`config.mk`:
```
export PLATFORM = sky130hd
export DESIGN_NAME = array_element_offset_calc
export DESIGN_NICKNAME = d
export VERILOG_FILES = /design/src/rtl/aoc_pkg.sv /design/src/rtl/aoc_regs.sv /design/src/rtl/aoc_check.sv /design/src/rtl/aoc_scale.sv /design/src/rtl/array_element_offset_calc.sv
export SDC_FILE = /design/constraint.sdc
export NUM_CORES = 2
export LEC_CHECK = 0
export BUFFER_PORTS_ARGS = -buffer_cell sky130_fd_sc_hd__buf_2
export CELL_PAD_IN_SITES_DETAIL_PLACEMENT = 0
export CELL_PAD_IN_SITES_GLOBAL_PLACEMENT = 1
export CORE_UTILIZATION = 46
export CTS_CLUSTER_DIAMETER = 60
export DETAILED_ROUTE_END_ITERATION = 16
export HOLD_SLACK_MARGIN = 0.03
export PLACE_DENSITY_LB_ADDON = 0.1
export SKIP_CTS_REPAIR_TIMING = 1
export SKIP_LAST_GASP = 1
export SYNTH_ARGS = -nofsm -noshare
export SYNTH_HDL_FRONTEND = slang
export SYNTH_SLANG_ARGS = --single-unit
export TNS_END_PERCENT = 20
```
`constraint.sdc`:
```
create_clock -name clk -period 6.3 [get_ports clk]
set_clock_uncertainty 0.1 [all_clocks]
set_input_delay 1.26 -clock clk [delete_from_list [all_inputs] [get_ports clk]]
set_output_delay 1.26 -clock clk [all_outputs]
set_load 0.02 [all_outputs]
```
`src/rtl/aoc_pkg.sv`:
```
// Shared types and constants for the array element offset calculator.
// Request/result payload structs, register map and inter-stage records.
// No dependencies.
`timescale 1ns / 1ps

package aoc_pkg;

  // Field widths fixed by the interface
  localparam int IDX_W    = 16;
  localparam int EXT_W    = 10;
  localparam int ESIZE_W  = 16;
  localparam int OFS_W    = 56;
  localparam int CNT_W    = 2;
  localparam int W0_W     = 2 * EXT_W;
  localparam int P0_W     = IDX_W + W0_W;
  localparam int P1_W     = IDX_W + EXT_W;
  localparam int SUM_W    = P0_W + 1;
  localparam int SCALED_W = SUM_W + ESIZE_W;
  localparam int ADDR_W   = 5;
  localparam int DATA_W   = 32;

  // Register indexes (byte address = 4 * index)
  localparam logic [2:0] REG_DIMS_IN_USE   = 3'd0;
  localparam logic [2:0] REG_LOWER_BOUND_0 = 3'd1;
  localparam logic [2:0] REG_LOWER_BOUND_1 = 3'd2;
  localparam logic [2:0] REG_LOWER_BOUND_2 = 3'd3;
  localparam logic [2:0] REG_EXTENT_0      = 3'd4;
  localparam logic [2:0] REG_EXTENT_1      = 3'd5;
  localparam logic [2:0] REG_EXTENT_2      = 3'd6;
  localparam logic [2:0] REG_ELEMENT_BYTES = 3'd7;

  typedef struct packed {
    logic [CNT_W-1:0] num_indices;
    logic [IDX_W-1:0] index_0;
    logic [IDX_W-1:0] index_1;
    logic [IDX_W-1:0] index_2;
  } req_t;

  typedef struct packed {
    logic [OFS_W-1:0] byte_offset;
    logic [CNT_W-1:0] warn_count;
    logic             index_error;
  } rsp_t;

  typedef struct packed {
    logic [CNT_W-1:0]   dims_in_use;
    logic [IDX_W-1:0]   lower_bound_0;
    logic [IDX_W-1:0]   lower_bound_1;
    logic [IDX_W-1:0]   lower_bound_2;
    logic [EXT_W-1:0]   extent_0;
    logic [EXT_W-1:0]   extent_1;
    logic [EXT_W-1:0]   extent_2;
    logic [ESIZE_W-1:0] element_bytes;
  } cfg_t;

  // Checked request: bound-relative indices and their row-major weights
  typedef struct packed {
    logic             err;
    logic [CNT_W-1:0] warn;
    logic [IDX_W-1:0] diff_0;
    logic [IDX_W-1:0] diff_1;
    logic [IDX_W-1:0] diff_2;
    logic [W0_W-1:0]  weight_0;
    logic [EXT_W-1:0] weight_1;
  } chk_t;

endpackage

```
`src/rtl/aoc_regs.sv`:
```
// Configuration register file behind the APB-style port.
// Depends on aoc_pkg for the register map and the cfg_t record.
`timescale 1ns / 1ps

module aoc_regs (
  input  logic                       clk,
  input  logic                       rst,
  input  logic                       psel,
  input  logic                       penable,
  input  logic                       pwrite,
  input  logic [aoc_pkg::ADDR_W-1:0] paddr,
  input  logic [aoc_pkg::DATA_W-1:0] pwdata,
  output logic [aoc_pkg::DATA_W-1:0] prdata,
  output logic                       pready,
  output aoc_pkg::cfg_t              cfg
);
  import aoc_pkg::*;

  logic [2:0] reg_idx;
  logic       wr_en;

  assign pready  = 1'b1;
  assign reg_idx = paddr[ADDR_W-1:2];
  assign wr_en   = psel & penable & pwrite & pready;

  // Write on the access cycle
  always_ff @(posedge clk) begin
    if (rst) begin
      cfg.dims_in_use   <= CNT_W'(1);
      cfg.lower_bound_0 <= '0;
      cfg.lower_bound_1 <= '0;
      cfg.lower_bound_2 <= '0;
      cfg.extent_0      <= EXT_W'(1);
      cfg.extent_1      <= EXT_W'(1);
      cfg.extent_2      <= EXT_W'(1);
      cfg.element_bytes <= ESIZE_W'(1);
    end else if (wr_en) begin
      case (reg_idx)
        REG_DIMS_IN_USE:   cfg.dims_in_use   <= pwdata[CNT_W-1:0];
        REG_LOWER_BOUND_0: cfg.lower_bound_0 <= pwdata[IDX_W-1:0];
        REG_LOWER_BOUND_1: cfg.lower_bound_1 <= pwdata[IDX_W-1:0];
        REG_LOWER_BOUND_2: cfg.lower_bound_2 <= pwdata[IDX_W-1:0];
        REG_EXTENT_0:      cfg.extent_0      <= pwdata[EXT_W-1:0];
        REG_EXTENT_1:      cfg.extent_1      <= pwdata[EXT_W-1:0];
        REG_EXTENT_2:      cfg.extent_2      <= pwdata[EXT_W-1:0];
        REG_ELEMENT_BYTES: cfg.element_bytes <= pwdata[ESIZE_W-1:0];
        default: ;
      endcase
    end
  end

  // Read mux
  always_comb begin
    case (reg_idx)
      REG_DIMS_IN_USE:   prdata = DATA_W'(cfg.dims_in_use);
      REG_LOWER_BOUND_0: prdata = DATA_W'(cfg.lower_bound_0);
      REG_LOWER_BOUND_1: prdata = DATA_W'(cfg.lower_bound_1);
      REG_LOWER_BOUND_2: prdata = DATA_W'(cfg.lower_bound_2);
      REG_EXTENT_0:      prdata = DATA_W'(cfg.extent_0);
      REG_EXTENT_1:      prdata = DATA_W'(cfg.extent_1);
      REG_EXTENT_2:      prdata = DATA_W'(cfg.extent_2);
      REG_ELEMENT_BYTES: prdata = DATA_W'(cfg.element_bytes);
      default:           prdata = '0;
    endcase
  end

endmodule

```
`src/rtl/aoc_check.sv`:
```
// First pipeline stage: bound checks, lower-bound subtraction and weights.
// Depends on aoc_pkg for req_t, cfg_t and chk_t.
`timescale 1ns / 1ps

module aoc_check #(
  parameter int MAX_DIMS = 3
) (
  input  logic          clk,
  input  logic          rst,
  input  logic          in_valid,
  input  aoc_pkg::req_t request,
  input  aoc_pkg::cfg_t cfg,
  output logic          chk_valid,
  output aoc_pkg::chk_t chk
);
  import aoc_pkg::*;

  logic [CNT_W-1:0] dims;
  logic [IDX_W-1:0] idx [3];
  logic [IDX_W-1:0] lb  [3];
  logic [EXT_W-1:0] ext [3];
  logic [IDX_W-1:0] diff [3];
  logic [2:0]       below;
  logic [2:0]       over;
  chk_t             chk_next;

  // Clamp the dimension count to what the build supports
  assign dims = (cfg.dims_in_use > CNT_W'(MAX_DIMS)) ? CNT_W'(MAX_DIMS) : cfg.dims_in_use;

  assign idx[0] = (request.num_indices > CNT_W'(0)) ? request.index_0 : '0;
  assign idx[1] = (request.num_indices > CNT_W'(1)) ? request.index_1 : '0;
  assign idx[2] = (request.num_indices > CNT_W'(2)) ? request.index_2 : '0;
  assign lb[0]  = cfg.lower_bound_0;
  assign lb[1]  = cfg.lower_bound_1;
  assign lb[2]  = cfg.lower_bound_2;
  assign ext[0] = cfg.extent_0;
  assign ext[1] = cfg.extent_1;
  assign ext[2] = cfg.extent_2;

  // Per-dimension compare and subtract; unused dimensions drop out
  always_comb begin
    for (int k = 0; k < 3; k++) begin
      if (dims > CNT_W'(k)) begin
        below[k] = idx[k] < lb[k];
        over[k]  = {1'b0, idx[k]} >= ({1'b0, lb[k]} + (IDX_W + 1)'(ext[k]));
        diff[k]  = idx[k] - lb[k];
      end else begin
        below[k] = 1'b0;
        over[k]  = 1'b0;
        diff[k]  = '0;
      end
    end
  end

  // Row-major weights: product of the extents of the inner dimensions in use
  always_comb begin
    chk_next.err    = (request.num_indices > dims) | (|below);
    chk_next.warn   = CNT_W'(over[0]) + CNT_W'(over[1]) + CNT_W'(over[2]);
    chk_next.diff_0 = diff[0];
    chk_next.diff_1 = diff[1];
    chk_next.diff_2 = diff[2];
    case (dims)
      2'd3: begin
        chk_next.weight_0 = W0_W'(ext[1]) * W0_W'(ext[2]);
        chk_next.weight_1 = ext[2];
      end
      2'd2: begin
        chk_next.weight_0 = W0_W'(ext[1]);
        chk_next.weight_1 = EXT_W'(1);
      end
      default: begin
        chk_next.weight_0 = W0_W'(1);
        chk_next.weight_1 = EXT_W'(1);
      end
    endcase
  end

  always_ff @(posedge clk) begin
    if (rst) begin
      chk_valid <= 1'b0;
    end else begin
      chk_valid <= in_valid;
    end
  end

  always_ff @(posedge clk) begin
    chk <= chk_next;
  end

endmodule

```
`src/rtl/aoc_scale.sv`:
```
// Back stages: weight products, sum of terms, element-size scaling.
// Depends on aoc_pkg for chk_t and rsp_t.
`timescale 1ns / 1ps

module aoc_scale (
  input  logic                        clk,
  input  logic                        rst,
  input  logic                        chk_valid,
  input  aoc_pkg::chk_t               chk,
  input  logic [aoc_pkg::ESIZE_W-1:0] element_bytes,
  output logic                        done,
  output aoc_pkg::rsp_t               result
);
  import aoc_pkg::*;

  // Stage 2 registers
  logic             s2_valid;
  logic             s2_err;
  logic [CNT_W-1:0] s2_warn;
  logic [P0_W-1:0]  s2_p0;
  logic [P1_W-1:0]  s2_p1;
  logic [IDX_W-1:0] s2_d2;
  // Stage 3 registers
  logic             s3_valid;
  logic             s3_err;
  logic [CNT_W-1:0] s3_warn;
  logic [SUM_W-1:0] s3_sum;

  logic [SCALED_W-1:0] scaled;

  assign scaled = SCALED_W'(s3_sum) * SCALED_W'(element_bytes);

  // Advance valid bits every cycle; the receiver never stalls
  always_ff @(posedge clk) begin
    if (rst) begin
      s2_valid <= 1'b0;
      s3_valid <= 1'b0;
      done     <= 1'b0;
    end else begin
      s2_valid <= chk_valid;
      s3_valid <= s2_valid;
      done     <= s3_valid;
    end
  end

  // Weight the outer and middle terms
  always_ff @(posedge clk) begin
    s2_err  <= chk.err;
    s2_warn <= chk.warn;
    s2_p0   <= P0_W'(chk.diff_0) * P0_W'(chk.weight_0);
    s2_p1   <= P1_W'(chk.diff_1) * P1_W'(chk.weight_1);
    s2_d2   <= chk.diff_2;
  end

  // Add the three terms
  always_ff @(posedge clk) begin
    s3_err  <= s2_err;
    s3_warn <= s2_warn;
    s3_sum  <= SUM_W'(s2_p0) + SUM_W'(s2_p1) + SUM_W'(s2_d2);
  end

  // Scale by element size; drop offset and warnings on error
  always_ff @(posedge clk) begin
    result.index_error <= s3_err;
    result.warn_count  <= s3_err ? '0 : s3_warn;
    result.byte_offset <= s3_err ? '0 : OFS_W'(scaled);
  end

endmodule

```
`src/rtl/array_element_offset_calc.sv`:
```
// Top level of the array element offset calculator.
// Depends on aoc_pkg, aoc_regs, aoc_check and aoc_scale.
//
// Takes one request per clock: busy is never asserted, and each request
// gives exactly one result on the done strobe when it leaves the last of
// the register stages. The four register stages are the bound check
// with the inner-extent product, the two weight multipliers, the three-term
// add, and the element-size multiplier. The receiver cannot stall the result.
// Write configuration only while no request is in flight.
`timescale 1ns / 1ps

module array_element_offset_calc #(
  parameter int MAX_DIMS = 3
) (
  input  logic                       clk,
  input  logic                       rst,
  input  logic                       start,
  output logic                       busy,
  input  aoc_pkg::req_t              request,
  output logic                       done,
  output aoc_pkg::rsp_t              result,
  input  logic                       psel,
  input  logic                       penable,
  input  logic                       pwrite,
  input  logic [aoc_pkg::ADDR_W-1:0] paddr,
  input  logic [aoc_pkg::DATA_W-1:0] pwdata,
  output logic [aoc_pkg::DATA_W-1:0] prdata,
  output logic                       pready
);
  import aoc_pkg::*;

  cfg_t cfg;
  chk_t chk;
  logic chk_valid;

  // Fully pipelined: always ready for a new request
  assign busy = 1'b0;

  aoc_regs u_regs (
    .clk     (clk),
    .rst     (rst),
    .psel    (psel),
    .penable (penable),
    .pwrite  (pwrite),
    .paddr   (paddr),
    .pwdata  (pwdata),
    .prdata  (prdata),
    .pready  (pready),
    .cfg     (cfg)
  );

  aoc_check #(
    .MAX_DIMS (MAX_DIMS)
  ) u_check (
    .clk       (clk),
    .rst       (rst),
    .in_valid  (start & ~busy),
    .request   (request),
    .cfg       (cfg),
    .chk_valid (chk_valid),
    .chk       (chk)
  );

  aoc_scale u_scale (
    .clk           (clk),
    .rst           (rst),
    .chk_valid     (chk_valid),
    .chk           (chk),
    .element_bytes (cfg.element_bytes),
    .done          (done),
    .result        (result)
  );

endmodule
```
## Word level (Yosys, flattened, before mapping)

Index checks and enable logic that the tools add are counted.

| word-level totals | value |
|---|---|
| bits in registers | 361 |
| bits of input ports | 93 |
| output and inout port bits | 94 |
| logic and storage cells | 93 |

| operators by class | value |
|---|---|
| add/sub/neg operators | 10 |
| multiply operators | 4 |
| order comparisons | 14 |
| equal/unequal tests | 9 |
| muxes and demuxes | 12 |
| bitwise logic cells | 3 |
| reduce and logical (&&, ||, !) cells | 10 |

Operators with widths:

| kind | count |
|---|---|
| $pmux W32 S8 | 1 |
| $pmux W30 S2 | 1 |
| $mul A37 B16 Y53 | 1 |
| $add A16 B10 Y17 | 3 |
| $ge A16 B17 Y1 | 3 |
| $lt A16 B16 Y1 | 3 |
| $mux W16 | 3 |
| $sub A16 B16 Y16 | 3 |
| $add A36 B26 Y37 | 1 |
| $add A37 B16 Y37 | 1 |
| $mul A16 B20 Y36 | 1 |
| $mul A16 B10 Y26 | 1 |
| $mul A10 B10 Y20 | 1 |
| $reduce_and A2 Y1 | 8 |
| $eq A3 B3 Y1 const B | 4 |
| $gt A2 B1 Y1 const B | 4 |
| $eq A3 B2 Y1 const B | 2 |
| $gt A2 B2 Y1 const B | 3 |
| $mux W1 | 6 |
| $eq A2 B2 Y1 const B | 2 |
| $eq A3 B1 Y1 const B | 1 |
| $logic_not A3 Y1 | 1 |
| $reduce_or A3 Y1 | 1 |
| $add A1 B1 Y2 | 1 |
| 5 further kinds | 6 |

## Logic depth before layout (Yosys ltp)

| depth | value |
|---|---|
| word-level depth | 6 |
| mapped depth | 26 |
| gate-level depth less buffers | 24 |

## Hierarchy

Synthesis repeated with hierarchy kept, for this count alone.

| second synthesis, totals | value |
|---|---|
| cell total of the unflattened synthesis | 6290 |
| area, all modules | 54798.8 um2 |

By module, submodules not included:

| module | times used | cells each | area each (um2) | sequential area each (um2) |
|---|---|---|---|---|
| aoc_scale | 1 | 4482 | 39758.1 | 3603.5 |
| aoc_check | 1 | 1259 | 10597.7 | 1641.6 |
| aoc_regs | 1 | 547 | 4431.8 | 1921.8 |
| array_element_offset_calc | 1 | 2 | 11.3 | 0.0 |

## Worst setup path before layout

No wires, ideal clock.

| timing path | value |
|---|---|
| path type | reg-to-reg |
| start | register, netlist name u_regs.cfg[1] |
| end | register, netlist name u_scale.result[49] |
| setup time | 0.128 ns |
| arrival | 6.416 ns |
| data required time | 6.072 ns |
| setup slack | -0.344 ns |
| cell stages (with the launch flop) | 25 |
| path buffers | 3 |
| period minus slack after synthesis | 6.644 ns |
| cell sequence | dfxtp_1 > clkbuf_1 > clkbuf_1 > nand2_1 > fa_1 > inv_1 > fa_1 > fa_1 > fa_1 > fa_1 > inv_1 > fa_1 > inv_1 > ha_1 > buf_6 > a21o_1 > a21oi_1 > and3b_1 > o311a_1 > a2111oi_4 > o21ai_2 > o41a_1 > a31oi_1 > xor2_1 > nor2_1 |

| between the ends | value |
|---|---|
| word-level cells in the longest chain between the ends | 1 |

Ends and longest elaborated chain:

| what | line | RTL |
|---|---|---|
| $mul A37 B16 Y53 | aoc_scale.sv:31 | `assign scaled = SCALED_W'(s3_sum) * SCALED_W'(element_bytes);` |

Every way passes these cells.
A chain may end at the register's enable or synchronous reset.

## Worst setup path after layout

| timing path | value |
|---|---|
| start | register, netlist name u_regs.cfg[2] |
| end | register, netlist name u_scale.result[49] |

| between the ends | value |
|---|---|
| word-level cells in the longest chain between the ends | 1 |

Ends and longest elaborated chain:

| what | line |
|---|---|
| $mul A37 B16 Y53 | aoc_scale.sv:31 |

Every way passes these cells.

==> out/summary.json <==
{
  "outcome": "complete, but fails checks",
  "violations_in_the_final_reports": "negative setup slack",
  "drv_cap": 0,
  "clk_pin_slew_ns": 0.06,
  "worst_setup_path_start_kind": "register",
  "power_leakage_nw": 30.6,
  "cts_num_sinks": 358,
  "finish.instance_area_sq_um": 62200,
  "avgRoutedWirePerCell_microns": 18.5,
  "dr.pass1.iters": 6,
  "r2r_cells": 23,
  "critical_path_start_end_classification": "reg -> reg",
  "htree_num_levels": 2,
  "num_rows": 125,
  "synth.avg_cell_area_sq_um": 8.68,
  "postSynthCellCount": 6213,
  "ctsRootBufferMaster": "clkbuf_16",
  "cts-buffers-inserted": 49,
  "clock_path_buffers": 3,
  "grt_max_degree": 101,
  "crit_required_ns": 6.69,
  "synth_top_flop_cell": "dfxtp_1",
  "worst_skew_pair.late_latency_ns": 0.67,
  "placed_area_sq_um": 59700,
  "postSynth.asyncResetShare": 0,
  "core_area_sq_um": 116000,
  "synth_cell_type_count": 80,
  "post_synth_instance_area_sq_um": 53900,
  "synth_edf_count": 0,
  "grt.total_usage": 0.258,
  "worst-r2r-setup-slack_ns": -0.35,
  "global_placement_routability_congestion": 0.892,
  "nFillCells": 11000,
  "crit-reg2reg-launch": "u_regs.cfg[2]",
  "max_freq_mhz": 150,
  "slew_violations": 0,
  "ir_worst_vdd_mv": 0.210,
  "setup_tns_ns": -3.02,
  "hold-path-cell-count": 0,
  "cp_max_fo": 6,
  "grt_first_pass_wirelength_mm": 239,
  "drtAntennaViolNets": 0,
  "yosys_warnings": 0,
  "timing.final.setup_violations": 19,
  "dieWidth_microns": 344,
  "period_minus_slack_ns": 6.65,
  "initial_utilization": 0.464,
  "ys_seq_elements": 358,
  "multi_input_comb_area_sq_um": 41800,
  "power.density_cell_area_nw_per_um2": 108,
  "io_pins": 187,
  "totalWireLength_mm": 152,
  "layout.cells.most_common_list": "inv_1 (1131), nand2_1 (1031), fa_1 (922), ha_1 (498), buf_4 (466)",
  "seq_area_sq_um": 7220,
  "clock_tree_from_tritoncts": "yes",
  "worstHoldEndpoint": "u_scale.s2_d2[6]",
  "layout-drive-gt1-share": 0.132,
  "fin_ws_ns": -0.349,
  "synth_seq_area_share": 0.133,
  "post-route-period-util": 1.06,
  "relSlewSlack": 0.183,
  "first_drt_iteration_drcs": 2361,
  "io_buffer_count": 147,
  "hold_violations": 0,
  "via_count": 41800,
  "hold_start": "u_check.chk[36]",
  "worstMarginPinSlew_ns": 1.22,
  "die_h_microns": 344,
  "fin_nets": 8187,
  "routed_via_density": 5.09,
  "number_of_antenna_violations_at_the_first_check_in_global_routing": 2,
  "cp-end-kind": "register",
  "globalRoute.totalOverflow": 0,
  "detail_route.drc_violations": 0,
  "area_growth_pct": 15.4,
  "dp_hpwl_mm": 125,
  "layout_commonest_cell": "inv_1",
  "critical_path_arrival_ns": 7.04,
  "timing.rr.end": "u_scale.result[49]",
  "grt_setup_unrepaired": "true",
  "holdCritPathClass": "reg -> reg",
  "first_global_vias": 43100,
  "hold_slack_ns": 0.210,
  "dieArea_sq_um": 119000
}
[flip-flops by register name (all words and copies together) (netlist names), 2 cells and up]
| register | count |
|---|---|
| u_scale.s2_d2 | 16 |
| u_scale.s3_sum | 37 |
| u_regs.cfg | 96 |
| u_scale.s3_warn | 2 |
| u_scale.s2_p0 | 36 |
| u_scale.s2_warn | 2 |
| u_scale.result | 56 |
| u_check.chk | 81 |
| u_scale.s2_p1 | 26 |
[synth_stat cells, drive strengths merged (51+ instances only)]
library cell | count | area [sq um]
inv | 1138 | 4270
nand2 | 1038 | 3900
fa | 934 | 18700
ha | 513 | 6420
and2 | 419 | 2620
dfxtp | 358 | 7170
clkbuf | 270 | 1010
a21oi | 260 | 1310
nor2 | 221 | 830
xnor2 | 132 | 1160
o21ai | 118 | 594
a21o | 95 | 713
xor2 | 72 | 631
nor2b | 66 | 413
nor3 | 53 | 265
and3 | 51 | 319
[how the worst max path moves through the flow]
stage,start,endpoint,slack (ns),cells past startpoint
2_1_floorplan,u_regs.cfg[10],u_scale.result[49],-0.01,24
3_3_place_gp,u_regs.cfg[8],u_scale.result[52],-0.61,24
3_5_place_dp,u_regs.cfg[8],u_scale.result[52],-0.62,24
4_1_cts,u_regs.cfg[8],u_scale.result[52],-0.66,24
5_1_grt,u_check.chk[63],u_scale.s2_p0[35],-0.56,27
6_report,u_regs.cfg[2],u_scale.result[49],-0.35,23
[routing by layer]
layer	track usage	part of all wire	vias up	wire, microns
li1	-	-	20000	-
met5	0	0	-	0
met1	0.361	0.46	20700	69700
met3	0.0257	0.055	197	8310
met2	0.426	0.46	983	69900
met4	0.0648	0.028	0	4220
[cells by family (layout without fill, tap and decap cells)]
family	Yosys count	count (layout)	share of synthesized area
simple gates	1993	1993	0.171
flops	358	358	0.133
other cells	2	24	0.000139
compound gates	717	717	0.0851
mux	49	49	0.00983
buf+inv	1443	1897	0.102
fa+ha+maj	1447	1447	0.466
xor+xnor	204	204	0.0331
[worst max-delay path, stage by stage (launching register included)]
cell	delay, ns
dfxtp_4	0.39
buf_12	0.14
clkbuf_16	0.16
nand2_4	0.04
fa_1	0.48
inv_1	0.05
fa_1	0.46
fa_1	0.59
fa_1	0.45
fa_1	0.56
inv_1	0.06
fa_1	0.49
inv_2	0.05
ha_4	0.20
a21o_1	0.20
a21oi_2	0.16
and3b_1	0.22
o311a_1	0.37
a2111oi_4	0.38
o21ai_2	0.11
o41a_1	0.40
a31oi_1	0.19
xor2_1	0.16
nor2_1	0.05
[power breakdown]
group          leakage (nW)  switching (mW)  internal (mW)  total, mW
Combinational          26.9           0.768          0.575       1.34
Clock                 0.810            1.21           1.70       2.91
Sequential             2.92           0.105           2.35       2.45
[cell type report]
cell class | count | area share
tap | 1524 | 0.0306
multi-input combinational | 4431 | 0.672
antenna | 3 | 0.000121
timing repair buffer | 668 | 0.0851
clock buffer | 55 | 0.0205
sequential | 358 | 0.116
clock inverter | 35 | 0.00710
inverter | 1139 | 0.0687
[stage by stage]
stage	cells	worst slack [ns]	utilization	power, mW
after floorplan	6232	-0.0108	-	3.22
after global placement	8099	-0.605	0.514	3.81
after detailed placement	8099	-0.622	0.514	3.81
after CTS	8189	-0.665	0.528	6.77
after global routing	8210	-0.563	0.536	7.02
final	8213	-0.349	0.536	6.71
Note: power is estimated with default switching activity, not from simulation.
